## config.mk

```make
export PLATFORM = sky130hd
export DESIGN_NAME = utf8_display_width_counter
export DESIGN_NICKNAME = d
export VERILOG_FILES = /design/src/rtl/u8w_pkg.sv /design/src/rtl/u8w_step.sv /design/src/rtl/utf8_display_width_counter.sv
export SDC_FILE = /design/constraint.sdc
export NUM_CORES = 1
export LEC_CHECK = 0
export ABC_CLOCK_PERIOD_IN_PS = 8900
export BUFFER_PORTS_ARGS = -buffer_cell sky130_fd_sc_hd__buf_2
export CAP_MARGIN = 20
export CORE_ASPECT_RATIO = 0.9
export CORE_MARGIN = 3
export CORE_UTILIZATION = 61
export CTS_CLUSTER_DIAMETER = 30
export DETAILED_ROUTE_END_ITERATION = 16
export PLACE_DENSITY = 0.8
export SYNTH_ARGS = -nofsm -noshare
export SYNTH_HDL_FRONTEND = slang
export SYNTH_SLANG_ARGS = --single-unit
```

## constraint.sdc

```tcl
create_clock -name clk -period 8.9 [get_ports clk]
set_input_delay 0.89 -clock clk [delete_from_list [all_inputs] [get_ports clk]]
set_output_delay 0.89 -clock clk [all_outputs]
set_load 0.01 [all_outputs]
```

## src/rtl/u8w_pkg.sv

```systemverilog
// Shared types and constants for the UTF-8 display width counter.
// No dependencies; used by u8w_step and utf8_display_width_counter.
`timescale 1ns / 1ps
`default_nettype none

package u8w_pkg;

    localparam int COUNT_BITS = 16;
    localparam int OUT_BITS   = 16;
    localparam int CP_BITS    = 21;

    localparam logic [7:0] ESC_BYTE  = 8'h1B;
    localparam logic [7:0] END_ESC   = 8'h6D;
    localparam logic [7:0] TERM_BYTE = 8'h00;

    typedef enum logic [2:0] {
        MODE_TEXT  = 3'b001,
        MODE_ESC   = 3'b010,
        MODE_MULTI = 3'b100
    } scan_mode_t;

    typedef struct packed {
        scan_mode_t                mode;
        logic [1:0]                bytes_left;
        logic [CP_BITS-1:0]        cp_acc;
        logic [COUNT_BITS-1:0]     width_total;
    } scan_state_t;

endpackage

`default_nettype wire

```

## src/rtl/u8w_step.sv

```systemverilog
// Next-state logic for one text byte: escape skipping, UTF-8 assembly,
// wide-range classification and the saturating width add. Uses u8w_pkg.
`timescale 1ns / 1ps
`default_nettype none

module u8w_step (
    input  wire logic [7:0]                        text_byte,
    input  wire u8w_pkg::scan_state_t              cur,
    output u8w_pkg::scan_state_t                   nxt,
    output logic                                   emit,
    output logic [u8w_pkg::COUNT_BITS-1:0]         result
);

    logic                               add_en;
    logic [u8w_pkg::CP_BITS-1:0]        cp_sel;
    logic [u8w_pkg::CP_BITS-1:0]        cp_shift;
    logic                               wide;
    logic [u8w_pkg::COUNT_BITS:0]       sum;
    logic [u8w_pkg::COUNT_BITS-1:0]     width_sum;

    assign cp_shift = {cur.cp_acc[u8w_pkg::CP_BITS-7:0], text_byte[5:0]};

    always_comb
    begin
        wide = ((cp_sel >= 21'h02600) && (cp_sel <= 21'h027BF)) ||
               ((cp_sel >= 21'h02300) && (cp_sel <= 21'h023FF)) ||
               ((cp_sel >= 21'h02B00) && (cp_sel <= 21'h02BFF)) ||
               ((cp_sel >= 21'h1F000) && (cp_sel <= 21'h1FFFF)) ||
               ((cp_sel >= 21'h02E80) && (cp_sel <= 21'h09FFF)) ||
               ((cp_sel >= 21'h0AC00) && (cp_sel <= 21'h0D7A3)) ||
               ((cp_sel >= 21'h0F900) && (cp_sel <= 21'h0FAFF)) ||
               ((cp_sel >= 21'h0FF01) && (cp_sel <= 21'h0FF60)) ||
               ((cp_sel >= 21'h0FFE0) && (cp_sel <= 21'h0FFE6));
    end

    // saturating add of 1 or 2 columns
    always_comb
    begin
        sum = {1'b0, cur.width_total} + (wide ? (u8w_pkg::COUNT_BITS+1)'(2)
                                              : (u8w_pkg::COUNT_BITS+1)'(1));
        if (!add_en)
            width_sum = cur.width_total;
        else if (sum[u8w_pkg::COUNT_BITS])
            width_sum = '1;
        else
            width_sum = sum[u8w_pkg::COUNT_BITS-1:0];
    end

    always_comb
    begin
        nxt    = cur;
        emit   = 1'b0;
        add_en = 1'b0;
        cp_sel = cur.cp_acc;

        if (text_byte == u8w_pkg::TERM_BYTE)
        begin
            // classify a partial sequence, then emit and clear
            add_en          = (cur.mode == u8w_pkg::MODE_MULTI);
            emit            = 1'b1;
            nxt.mode        = u8w_pkg::MODE_TEXT;
            nxt.bytes_left  = '0;
            nxt.cp_acc      = '0;
        end
        else
        begin
            case (cur.mode)
                u8w_pkg::MODE_ESC:
                begin
                    if (text_byte == u8w_pkg::END_ESC)
                        nxt.mode = u8w_pkg::MODE_TEXT;
                end
                u8w_pkg::MODE_MULTI:
                begin
                    nxt.bytes_left = cur.bytes_left - 2'd1;
                    cp_sel         = cp_shift;
                    if (cur.bytes_left == 2'd1)
                    begin
                        add_en     = 1'b1;
                        nxt.cp_acc = '0;
                        nxt.mode   = u8w_pkg::MODE_TEXT;
                    end
                    else
                    begin
                        nxt.cp_acc = cp_shift;
                    end
                end
                default:
                begin
                    nxt.mode = u8w_pkg::MODE_TEXT;
                    if (text_byte == u8w_pkg::ESC_BYTE)
                    begin
                        nxt.mode = u8w_pkg::MODE_ESC;
                    end
                    else if (!text_byte[7])
                    begin
                        add_en = 1'b1;
                        cp_sel = {13'd0, text_byte};
                    end
                    else if (text_byte[7:5] == 3'b110)
                    begin
                        nxt.cp_acc     = {16'd0, text_byte[4:0]};
                        nxt.bytes_left = 2'd1;
                        nxt.mode       = u8w_pkg::MODE_MULTI;
                    end
                    else if (text_byte[7:4] == 4'b1110)
                    begin
                        nxt.cp_acc     = {17'd0, text_byte[3:0]};
                        nxt.bytes_left = 2'd2;
                        nxt.mode       = u8w_pkg::MODE_MULTI;
                    end
                    else if (text_byte[7:3] == 5'b11110)
                    begin
                        nxt.cp_acc     = {18'd0, text_byte[2:0]};
                        nxt.bytes_left = 2'd3;
                        nxt.mode       = u8w_pkg::MODE_MULTI;
                    end
                    else
                    begin
                        // invalid lead byte
                        add_en = 1'b1;
                        cp_sel = '0;
                    end
                end
            endcase
        end

        nxt.width_total = emit ? '0 : width_sum;
    end

    assign result = width_sum;

endmodule

`default_nettype wire

```

## src/rtl/utf8_display_width_counter.sv

```systemverilog
// UTF-8 display width counter: top level with input register, scan state
// and result register. Depends on u8w_pkg and u8w_step.
//
// Usage:
//   Text bytes enter on the s_ channel, one byte per beat; a zero byte
//   ends the string. ESC opens an escape run that is skipped up to and
//   including 'm'. Other bytes are decoded as UTF-8; each code point adds
//   two columns in the wide ranges (CJK, Hangul, fullwidth, symbols,
//   emoji) and one column otherwise.
//   On the terminator one beat leaves on the m_ channel carrying the
//   column count, saturated at its maximum; all scan state then clears.
//   Path: a terminator passes through two register stages, the input
//   byte register and the result register, before it shows on m_tdata.
//   Throughput: one byte per cycle while no result waits on m_tready;
//   the scan state register between input and result updates per byte.
//   Stall: while m_tvalid is high and m_tready low, the result holds and
//   the input register holds its byte; s_tready drops once that register
//   is full, so nothing is lost.
//   Reset (rst_n low, asynchronous) empties both registers and returns
//   the scanner to plain text with a width of zero.
`timescale 1ns / 1ps
`default_nettype none

module utf8_display_width_counter (
    input  wire logic                           clk,
    input  wire logic                           rst_n,
    input  wire logic                           s_tvalid,
    output logic                                s_tready,
    input  wire logic [7:0]                     s_tdata,   // [7:0] text_byte
    output logic                                m_tvalid,
    input  wire logic                           m_tready,
    output logic [u8w_pkg::OUT_BITS-1:0]        m_tdata    // [15:0] display_width
);

    logic                                   in_valid_reg;
    logic [7:0]                             in_byte_reg;
    u8w_pkg::scan_state_t                   state_reg;
    u8w_pkg::scan_state_t                   state_next;
    logic                                   out_valid_reg;
    logic [u8w_pkg::OUT_BITS-1:0]           out_data_reg;
    logic                                   emit;
    logic [u8w_pkg::COUNT_BITS-1:0]         result;
    logic                                   advance;

    // a byte in the input register moves on when the result slot is free
    assign advance  = in_valid_reg && (!out_valid_reg || m_tready);
    assign s_tready = !in_valid_reg || advance;
    assign m_tvalid = out_valid_reg;
    assign m_tdata  = out_data_reg;

    u8w_step u_step (
        .text_byte (in_byte_reg),
        .cur       (state_reg),
        .nxt       (state_next),
        .emit      (emit),
        .result    (result)
    );

    always_ff @(posedge clk or negedge rst_n)
    begin
        if (!rst_n)
        begin
            in_valid_reg          <= 1'b0;
            out_valid_reg         <= 1'b0;
            state_reg.mode        <= u8w_pkg::MODE_TEXT;
            state_reg.bytes_left  <= '0;
            state_reg.cp_acc      <= '0;
            state_reg.width_total <= '0;
        end
        else
        begin
            if (s_tready)
                in_valid_reg <= s_tvalid;
            if (advance)
                state_reg <= state_next;
            if (advance && emit)
                out_valid_reg <= 1'b1;
            else if (m_tready)
                out_valid_reg <= 1'b0;
        end
    end

    always_ff @(posedge clk)
    begin
        if (s_tready && s_tvalid)
            in_byte_reg <= s_tdata;
        if (advance && emit)
            out_data_reg <= u8w_pkg::OUT_BITS'(result);
    end

endmodule

`default_nettype wire
```

==> out/metrics.cfg, run 1 <==
[critical_path]
cp_max_fo=25
r2r_end=state_reg[5]$_DFFE_PN0P_
r2r_slack_ps=3670
rr_startpoint=in_byte_reg[5]$_DFFE_PP_
endpoint_kind=flop
crit_required_ps=9140
crit_path_start_kind=flop
reg2regPathDepth=16
setup.worst_path.class=flop to flop
arrival_ps=5470

[placed_design]
numPortBuffers=29
place.gp.congestion=0.941
dp_slack_ps=3350
dp_cells=559
dpl.hpwl_um=6910
dpl-instance-area_um2=4340

[sta]
max_slew_margin_pct=36.1
finalCritPeriodShare_pct=58.8
fin_hold_ws_ps=451
rsz0062_at_grt=false
worst_pin_slew_ps=953
setup_violations=0
setup_ws_ps=3670
period_minus_slack_ps=5230
slew_violations=0
max_freq_mhz=191
fin_tns_setup_ps=0
hold_viol=0
fin_skew_ps=9.63

[final_layout]
largest_reg_flops=42
nets=498
syn_to_final_growth_pct=10.2
final_cell_mix=81 x nand2_1, 47 x o21ai_0, 43 x dfrtp_1
utilization_pct=69.9
design_area_um2=4630
num-fill-cells=512
layout-drive-gt1-share_pct=14.0
num_antenna_cells=0
final_cells=577
layout_commonest_cell=nand2_1

[global_route]
antenna_found_initial=0
grt_first_pass_wirelength_um=17200
grt_max_degree=47
track_usage_pct=27.4
grt_pass1_vias=3453
grt_overflow=0

[synth]
syn_avg_cell_area_um2=8.94
syn_area_um2=4200
syn_inst=470
yosys_warnings=0
synth_flop_cell=dfrtp_1
async_flop_share_pct=64.7
ys_ff_latch=68
synth-edff-count=24
ys_seq_area_share_pct=43.4
synth_cell_types=78
syn_nets=486

[detailed_routing]
drc=0
viasPerCell=6.43
wl_met3_um=837
routed_wl_um=10100
wl_met1_um=4450
first_pass_iters=6
wl_met2_um=4670
dr.max_layer_used=met4
wl_per_cell_um=17.5
drtIter0Drc=406
dr_total_vias=3709
ant_nets=0

[cts]
postCtsSetupRepairBufs=0
postCtsHoldBufs=0
cts_tree=done
htreeDepth=3
insertion_delay_ps=350
cts.repair.resized=0
cts-root-buf=clkbuf_8
cts.sinks=68
cts_buffer_depth=2
cts_buffers=9
clk_pin_slew_ps=80

[pwr]
p_leak_nw=1.85
p_total_mw=0.829
power_per_cell_area_nw_per_um2=179
vdd_drop_max_uv=112

[min_path]
hold_path_class=primary input to async pin

[status]
status=completed

[floorplanning]
start_util_pct=63.4
fp.dieW_um=93.5
io_pins=30
core_um2=6620
die_y_um=84.7
dieArea_um2=7920
row_count=28

[job]
maxCapViolations=0

## cell families after synthesis
logic type,after synthesis,synth area share [%]
AO/OA/AOI/OAI,159,25.7
XOR/XNOR,11,2.29
adder cells (fa/ha/maj),4,1.37
buffers and inverters,42,4.32
flip-flops,68,43.4
multiplexers,1,0.268
AND/OR/NAND/NOR,185,22.6
## worst max path at each step
| stage | start | end | slack [ps] | cells past startpoint |
|---|---|---|---|---|
| after floorplan | in_byte_reg[7]$_DFFE_PP_ | m_tdata[11]$_DFFE_PP_ | 4360 | 16 |
| after global placement | in_byte_reg[0]$_DFFE_PP_ | state_reg[3]$_DFFE_PN0P_ | 3580 | 15 |
| after detailed placement | in_byte_reg[5]$_DFFE_PP_ | state_reg[3]$_DFFE_PN0P_ | 3350 | 15 |
| after CTS | in_byte_reg[5]$_DFFE_PP_ | state_reg[5]$_DFFE_PN0P_ | 3290 | 15 |
| after global routing | in_byte_reg[5]$_DFFE_PP_ | state_reg[5]$_DFFE_PN0P_ | 3390 | 16 |
| final | in_byte_reg[5]$_DFFE_PP_ | state_reg[5]$_DFFE_PN0P_ | 3670 | 16 |
## cell type report
class	instances	area, µm²	area share [%]
repair buffers	34	215	4.65
clock inverters	6	113	2.43
flip-flops and latches	68	1820	39.4
inverters	9	33.8	0.730
clock buffers	10	128	2.76
well taps	90	113	2.43
multi-input cells	360	2200	47.6
## where the power goes
part,total [mW],internal [mW],switching (mW)
combinational,0.131,0.0562,0.0745
clock,0.308,0.187,0.122
sequential,0.390,0.351,0.0387
total,0.829,0.594,0.235
## critical path, stage by stage, from the launching register on
cell       delay, ps
edfxtp_1         550
nor4_4           480
a2bb2oi_1        210
o21ai_2          490
a31o_1           300
a21boi_2         200
or4b_1           440
a311o_1          370
o2111a_1         140
ha_1             210
fa_1             400
nor4b_2          200
and3_1           240
nand2b_1         310
buf_16           210
a41oi_1          140
o22a_1           230
## metal layers
metal | vias up | GRT usage, %
met5 | - | 0
met4 | 0 | 7.86
met3 | 18 | 6.27
met2 | 177 | 41.1
met1 | 1726 | 40.0
li1 | 1788 | -
## synthesized netlist by cell type, types with 2 or more instances
library cell  number  area, µm²
a21o_1             2       15.0
nor2_1            23       86.3
and2_1             6       37.5
xor2_1             4       35.0
o31ai_1            3       22.5
or4_1              2       15.0
dfrtp_1           43       1080
nand3_1           13       65.1
nand4_1            4       25.0
nor3_1             9       45.0
a31o_2             2       17.5
and3_1             8       50.1
nor2b_1            5       31.3
a32oi_1            3       26.3
o21ai_1            4       20.0
o211ai_1           3       22.5
clkbuf_1          15       56.3
buf_1              6       22.5
o221ai_1           2       17.5
a211o_1            2       17.5
nand2_1           81        304
nor4_4             2       42.5
o32ai_1            3       26.3
xnor2_1            7       61.3
a211oi_1           2       15.0
nor4_1             3       18.8
a22oi_1            5       37.5
nand4b_1           2       17.5
a2bb2oi_1          4       35.0
a41oi_1            2       17.5
buf_2             10       50.1
a22o_1             6       52.6
a21oi_1           30        150
or2_2              3       18.8
a31oi_1            9       56.3
a311o_1            2       20.0
ha_1               3       37.5
o22a_1             9       78.8
o21ai_0           47        235
edfxtp_1          24        721
inv_1              9       33.8
or3_1              5       31.3
nand2b_1           7       43.8
a222oi_1           2       20.0
No activity file was read; power rests on OpenSTA's default activity.
==> run 2: changes to the inputs <==
--- a/config.mk
+++ b/config.mk
@@ -5,15 +5,15 @@
 export SDC_FILE = /design/constraint.sdc
 export NUM_CORES = 1
 export LEC_CHECK = 0
-export ABC_CLOCK_PERIOD_IN_PS = 8900
+export ABC_CLOCK_PERIOD_IN_PS = 4350
 export BUFFER_PORTS_ARGS = -buffer_cell sky130_fd_sc_hd__buf_2
 export CAP_MARGIN = 20
 export CORE_ASPECT_RATIO = 0.9
 export CORE_MARGIN = 3
-export CORE_UTILIZATION = 61
+export CORE_UTILIZATION = 55
 export CTS_CLUSTER_DIAMETER = 30
 export DETAILED_ROUTE_END_ITERATION = 16
-export PLACE_DENSITY = 0.8
+export PLACE_DENSITY = 0.77
 export SYNTH_ARGS = -nofsm -noshare
 export SYNTH_HDL_FRONTEND = slang
 export SYNTH_SLANG_ARGS = --single-unit
==> constraint.sdc (replaced) <==
create_clock -name clk -period 4.35 [get_ports clk]
set_input_delay 0.435 -clock clk [delete_from_list [all_inputs] [get_ports clk]]
set_output_delay 0.435 -clock clk [all_outputs]
set_load 0.01 [all_outputs]
==> run 2 against run 1 <==
Worst hold slack lost 200 ps. Power grew 120%. Critical endpoint unchanged. The flow now finishes with violations (setup timing). Clock skew shrank 1.8 ps. Largest cell class unchanged.
==> out/metrics.cfg, run 2 (synthesis results as in run 1) <==
[sta]
worst_pin_slew_ps=810
hold_viol=0
setup_violations=18
finalCritPeriodShare_pct=102
fin_skew_ps=7.86
rsz0062_at_grt=true
fin_tns_setup_ps=-316
max_freq_mhz=226
slew_violations=0
period_minus_slack_ps=4430
setup_ws_ps=-80.6
max_slew_margin_pct=45.8

[cts]
cts_tree=done
insertion_delay_ps=360
cts_buffer_depth=2
clk_pin_slew_ps=80
cts-root-buf=clkbuf_8
cts.sinks=68
htreeDepth=3
cts_buffers=9

[global_route]
grt_pass1_vias=3923
grt_overflow=0
antenna_found_initial=0
grt_first_pass_wirelength_um=18800
track_usage_pct=27.3
grt_max_degree=47

[floorplanning]
fp.dieW_um=98.1
die_y_um=88.9
io_pins=30
core_um2=7220
dieArea_um2=8720
start_util_pct=58.2
row_count=29

[min_path]
min_to=in_byte_reg[1]$_DFFE_PP_
hp-start=s_tdata[1]
holdPathStages=1
hold_path_class=primary input to flop

[final_layout]
regArea_um2=1820
largest_reg_flops=42
final_cell_mix=71 x nand2_1, 62 x buf_4, 47 x o21ai_0
multiInputGateArea_um2=2420
num_antenna_cells=0
num-fill-cells=494
nets=565
utilization_pct=75.2
layout_commonest_cell=nand2_1
syn_to_final_growth_pct=29.3
layout-drive-gt1-share_pct=30.5

[pwr]
power_per_cell_area_nw_per_um2=335
vdd_drop_max_uv=285
p_leak_nw=2.26

[detailed_routing]
drc=0
ant_nets=0
drtIter0Drc=361
dr_total_vias=4146
first_pass_iters=6
viasPerCell=6.41
routed_wl_um=12200
wl_per_cell_um=18.9

[critical_path]
crit_path_start_kind=flop
reg2regPathDepth=17
cp_max_fo=6
rr_startpoint=in_byte_reg[6]$_DFFE_PP_
r2r_end=state_reg[5]$_DFFE_PN0P_
crit_start=in_byte_reg[6]$_DFFE_PP_
setup.worst_path.class=flop to flop
endpoint_kind=flop
crit_required_ps=4590
arrival_ps=4670
r2r_slack_ps=-80

[placed_design]
numPortBuffers=29
dp_slack_ps=-57.4
place.gp.congestion=0.893
dpl.hpwl_um=8090

[status]
status=complete, but fails checks
violations=setup timing

[job]
maxCapViolations=0

-- run 2: worst max-delay path, cell delays in order, from the launching register on --
cell and delay, ps:
edfxtp_1 440, nor4_4 320, buf_4 190, a21oi_4 60, a222oi_1 420, and2_1 210
nand4b_1 100, or4b_1 510, a311o_1 350, o2111a_1 150, ha_4 180, fa_2 410
nor4b_4 150, and3_4 180, nand2b_4 140, buf_12 140, a41oi_2 120, o22a_1 250
-- run 2: metal layers --
| layer | up-vias | track usage [%] | share of wire (%) |
|---|---|---|---|
| met2 | 235 | 44.5 | 47 |
| met4 | 0 | 13.2 | 2.7 |
| met1 | 1963 | 35.6 | 43 |
| met3 | 38 | 5.38 | 7.5 |
| met5 | - | 0 | 0 |
| li1 | 1910 | - | - |
-- run 2: how the worst max path moves through the flow --
stage / to / cells past startpoint
global placement: state_reg[3]$_DFFE_PN0P_ / 16
finish: state_reg[5]$_DFFE_PN0P_ / 17
floorplan: state_reg[5]$_DFFE_PN0P_ / 17
global route: state_reg[5]$_DFFE_PN0P_ / 17
detailed placement: state_reg[3]$_DFFE_PN0P_ / 17
CTS: state_reg[8]$_DFFE_PN0P_ / 17
-- run 2: report_power, final --
part | total (mW) | switching (mW) | internal (mW)
sequential | 0.791 | 0.0732 | 0.718
clock | 0.642 | 0.260 | 0.382
combinational | 0.388 | 0.212 | 0.176
total | 1.82 | 0.545 | 1.28
-- run 2: metrics by stage --
stage / instance area [µm²] / cells / power (mW) / hold WS (ps)
global route: 5430 / 647 / 1.90 / 231
CTS: 5120 / 638 / 1.76 / 235
finish: 5430 / 647 / 1.82 / 247
floorplan: 4230 / 470 / 0.998 / 139
global placement: 4780 / 615 / 1.10 / 465
detailed placement: 4780 / 615 / 1.11 / 471
-- run 2: layout make-up --
| class | count | area share (%) |
|---|---|---|
| Tap cell | 93 | 2.14 |
| Inverter | 9 | 0.622 |
| Clock inverter | 6 | 2.07 |
| Timing Repair Buffer | 101 | 14.7 |
| Sequential cell | 68 | 33.6 |
| Clock buffer | 10 | 2.35 |
| Multi-Input combinational cell | 360 | 44.5 |
-- run 2: what timing repair did --
| action | in CTS | in global routing |
|---|---|---|
| hold buffers | 0 | 1 |
| cloned | 1 | 2 |
| resized for setup | 4 | 39 |
| endpoints found under the setup margin | 15 | 32 |
| pin swaps | 4 | 19 |
| hold endpoints to repair | 0 | 11 |
| buffers inserted | 6 | 4 |
==> run 3: changes to the inputs <==
--- a/config.mk
+++ b/config.mk
@@ -12,8 +12,9 @@
 export CORE_MARGIN = 3
 export CORE_UTILIZATION = 55
 export CTS_CLUSTER_DIAMETER = 30
+export CTS_CLUSTER_SIZE = 8
 export DETAILED_ROUTE_END_ITERATION = 16
-export PLACE_DENSITY = 0.77
+export PLACE_DENSITY = 0.89
 export SYNTH_ARGS = -nofsm -noshare
 export SYNTH_HDL_FRONTEND = slang
 export SYNTH_SLANG_ARGS = --single-unit
==> run 3 against run 2 <==
Sequential share of layout area is 0.72 points higher. First-iteration DRC count is 5.8% higher. The flow still finishes with violations (setup timing). Utilization is 1.6 points lower.
==> out/metrics.cfg, run 3 (synthesis results as in run 1) <==
[pwr]
switching_share_pct=31.5
switching_power_mw=0.532
clkPwrFrac_pct=30.8
p_leak_nw=2.25
vdd_drop_max_uv=217
power_per_cell_area_nw_per_um2=318
p_int_mw=1.16
pwr-share-seq_pct=46.3
p_comb_share_pct=22.9

[detailed_routing]
drtIter0Drc=382
viasPerCell=6.49
wl_per_cell_um=18.9
routed_wl_um=12400
first_pass_iters=6
drc=0
dr_total_vias=4236
ant_nets=0

[status]
status=complete, but fails checks
violations=setup timing

[final_layout]
final_cell_mix=81 x nand2_1, 73 x buf_4, 47 x o21ai_0
num_antenna_cells=0
final_cells=653
nets=571
layout_commonest_cell=nand2_1
largest_reg_flops=42
layout-drive-gt1-share_pct=29.3
syn_to_final_growth_pct=26.6

[placed_design]
place.gp.congestion=0.995
dp_cells=622
dpl.hpwl_um=8260
numPortBuffers=29

[floorplanning]
row_count=29
fp.dieW_um=98.1
io_pins=30
start_util_pct=58.2
core_um2=7220
dieArea_um2=8720
die_y_um=88.9

[critical_path]
crit_chain=or4_4, o22ai_4, buf_4, nand3_1, and2_1, buf_4, nor3_1, nor4_1, o311ai_1, o2111ai_1, ha_1, a21oi_1, nor4_4, nand3_4, xor2_2, nand2_1
cp_max_fo=5
arrival_ps=4460
crit_path_start_kind=flop
crit_required_ps=4450
crit_path_frequent_cell=buf_4
setup.worst_path.class=flop to flop
max_stage_delay_ps=600
slowest_stage=or4_4
endpoint_kind=flop

[cts]
clk_pin_slew_ps=80
htreeDepth=3
cts_buffers=9
cts_tree=done
cts.sinks=68
cts_buffer_depth=2
insertion_delay_ps=350
cts-root-buf=clkbuf_8

[sta]
period_minus_slack_ps=4360
setup_violations=2
hold_viol=0
max_freq_mhz=230
setup_ws_ps=-7.14
fin_tns_setup_ps=-12.8
finalCritPeriodShare_pct=100
slew_violations=0
rsz0062_at_grt=true
fin_skew_ps=8.86
max_slew_margin_pct=36.9
worst_pin_slew_ps=942

[global_route]
track_usage_pct=27.4
grt_first_pass_wirelength_um=19200
grt_max_degree=47
antenna_found_initial=0
grt_overflow=0
grt_pass1_vias=3895

[job]
maxCapViolations=0

[min_path]
hold_path_class=primary input to flop

[run 3: changes by cell type in the layout (fill, tap and decap cells not counted), sizes merged]
cell,previous run,this run
bufinv,3,1
clkbuf,12,10
buf,98,106
clkinv,3,2
clkinvlp,0,3
[run 3: through the flow]
step / util (%) / hold slack, ps / cell area [µm²] / total power [mW] / setup WS (ps)
CTS: 70.8 / 248 / 5110 / 1.64 / 9.77
finish: 73.6 / 262 / 5320 / 1.69 / -7.14
global placement: 66.7 / 465 / 4820 / 1.10 / 9.27
global route: 73.6 / 254 / 5320 / 1.76 / -261
floorplan: - / 139 / 4230 / 0.998 / 11.2
detailed placement: 66.7 / 479 / 4820 / 1.12 / -96.7
[run 3: area by class of cell]
class	instances	area (µm²)
Sequential cell	68	1820
Inverter	9	33.8
Clock inverter	6	66.3
Tap cell	93	116
Multi-Input combinational cell	360	2370
Timing Repair Buffer	107	782
Fill cell	512	1900
Clock buffer	10	128
[run 3: final timing paths]
path,end,cells past startpoint,slack [ps],start
min in group asynchronous,state_reg[5]$_DFFE_PN0P_,2,450,rst_n
setup / recovery,m_tdata[13]$_DFFE_PP_,16,-7,in_byte_reg[2]$_DFFE_PP_
setup reg to reg,m_tdata[13]$_DFFE_PP_,16,-7,in_byte_reg[2]$_DFFE_PP_
hold / removal,in_byte_reg[4]$_DFFE_PP_,1,260,s_tdata[4]
hold reg to reg,state_reg[36]$_DFFE_PN0P_,2,490,state_reg[36]$_DFFE_PN0P_
max in group asynchronous,state_reg[39]$_DFFE_PN1P_,3,3380,rst_n
[run 3: timing repair]
item | in CTS | in global routing
setup endpoints to repair | 21 | 32
hold buffers | 0 | 1
endpoints found under the hold margin | 0 | 5
resized for setup | 7 | 27
cloned | 1 | 0
setup buffers | 6 | 7
pin swaps | 4 | 12
[run 3: power groups by stage]
stage	Sequential, mW	Clock (mW)	Combinational (mW)
finish	0.783	0.520	0.388
global route	0.788	0.546	0.425
CTS	0.777	0.527	0.340
detailed placement	0.790	0	0.330
global placement	0.784	0	0.314
floorplan	0.771	0	0.227
[run 3: per-layer routing]
metal	global-route usage, %	part of all wire, %
met3	5.69	7.5
met1	34.8	41
met4	10.7	3.0
met5	0	0
met2	46.9	49
[run 3: critical path, delay by kind of cell, from the launching register on]
| kind | cells | cell delay [ps] |
|---|---|---|
| fa+ha+maj | 1 | 350 |
| compound gates | 4 | 990 |
| flops | 1 | 470 |
| buf+inv | 2 | 300 |
| simple gates | 8 | 1790 |
| xor+xnor | 1 | 230 |
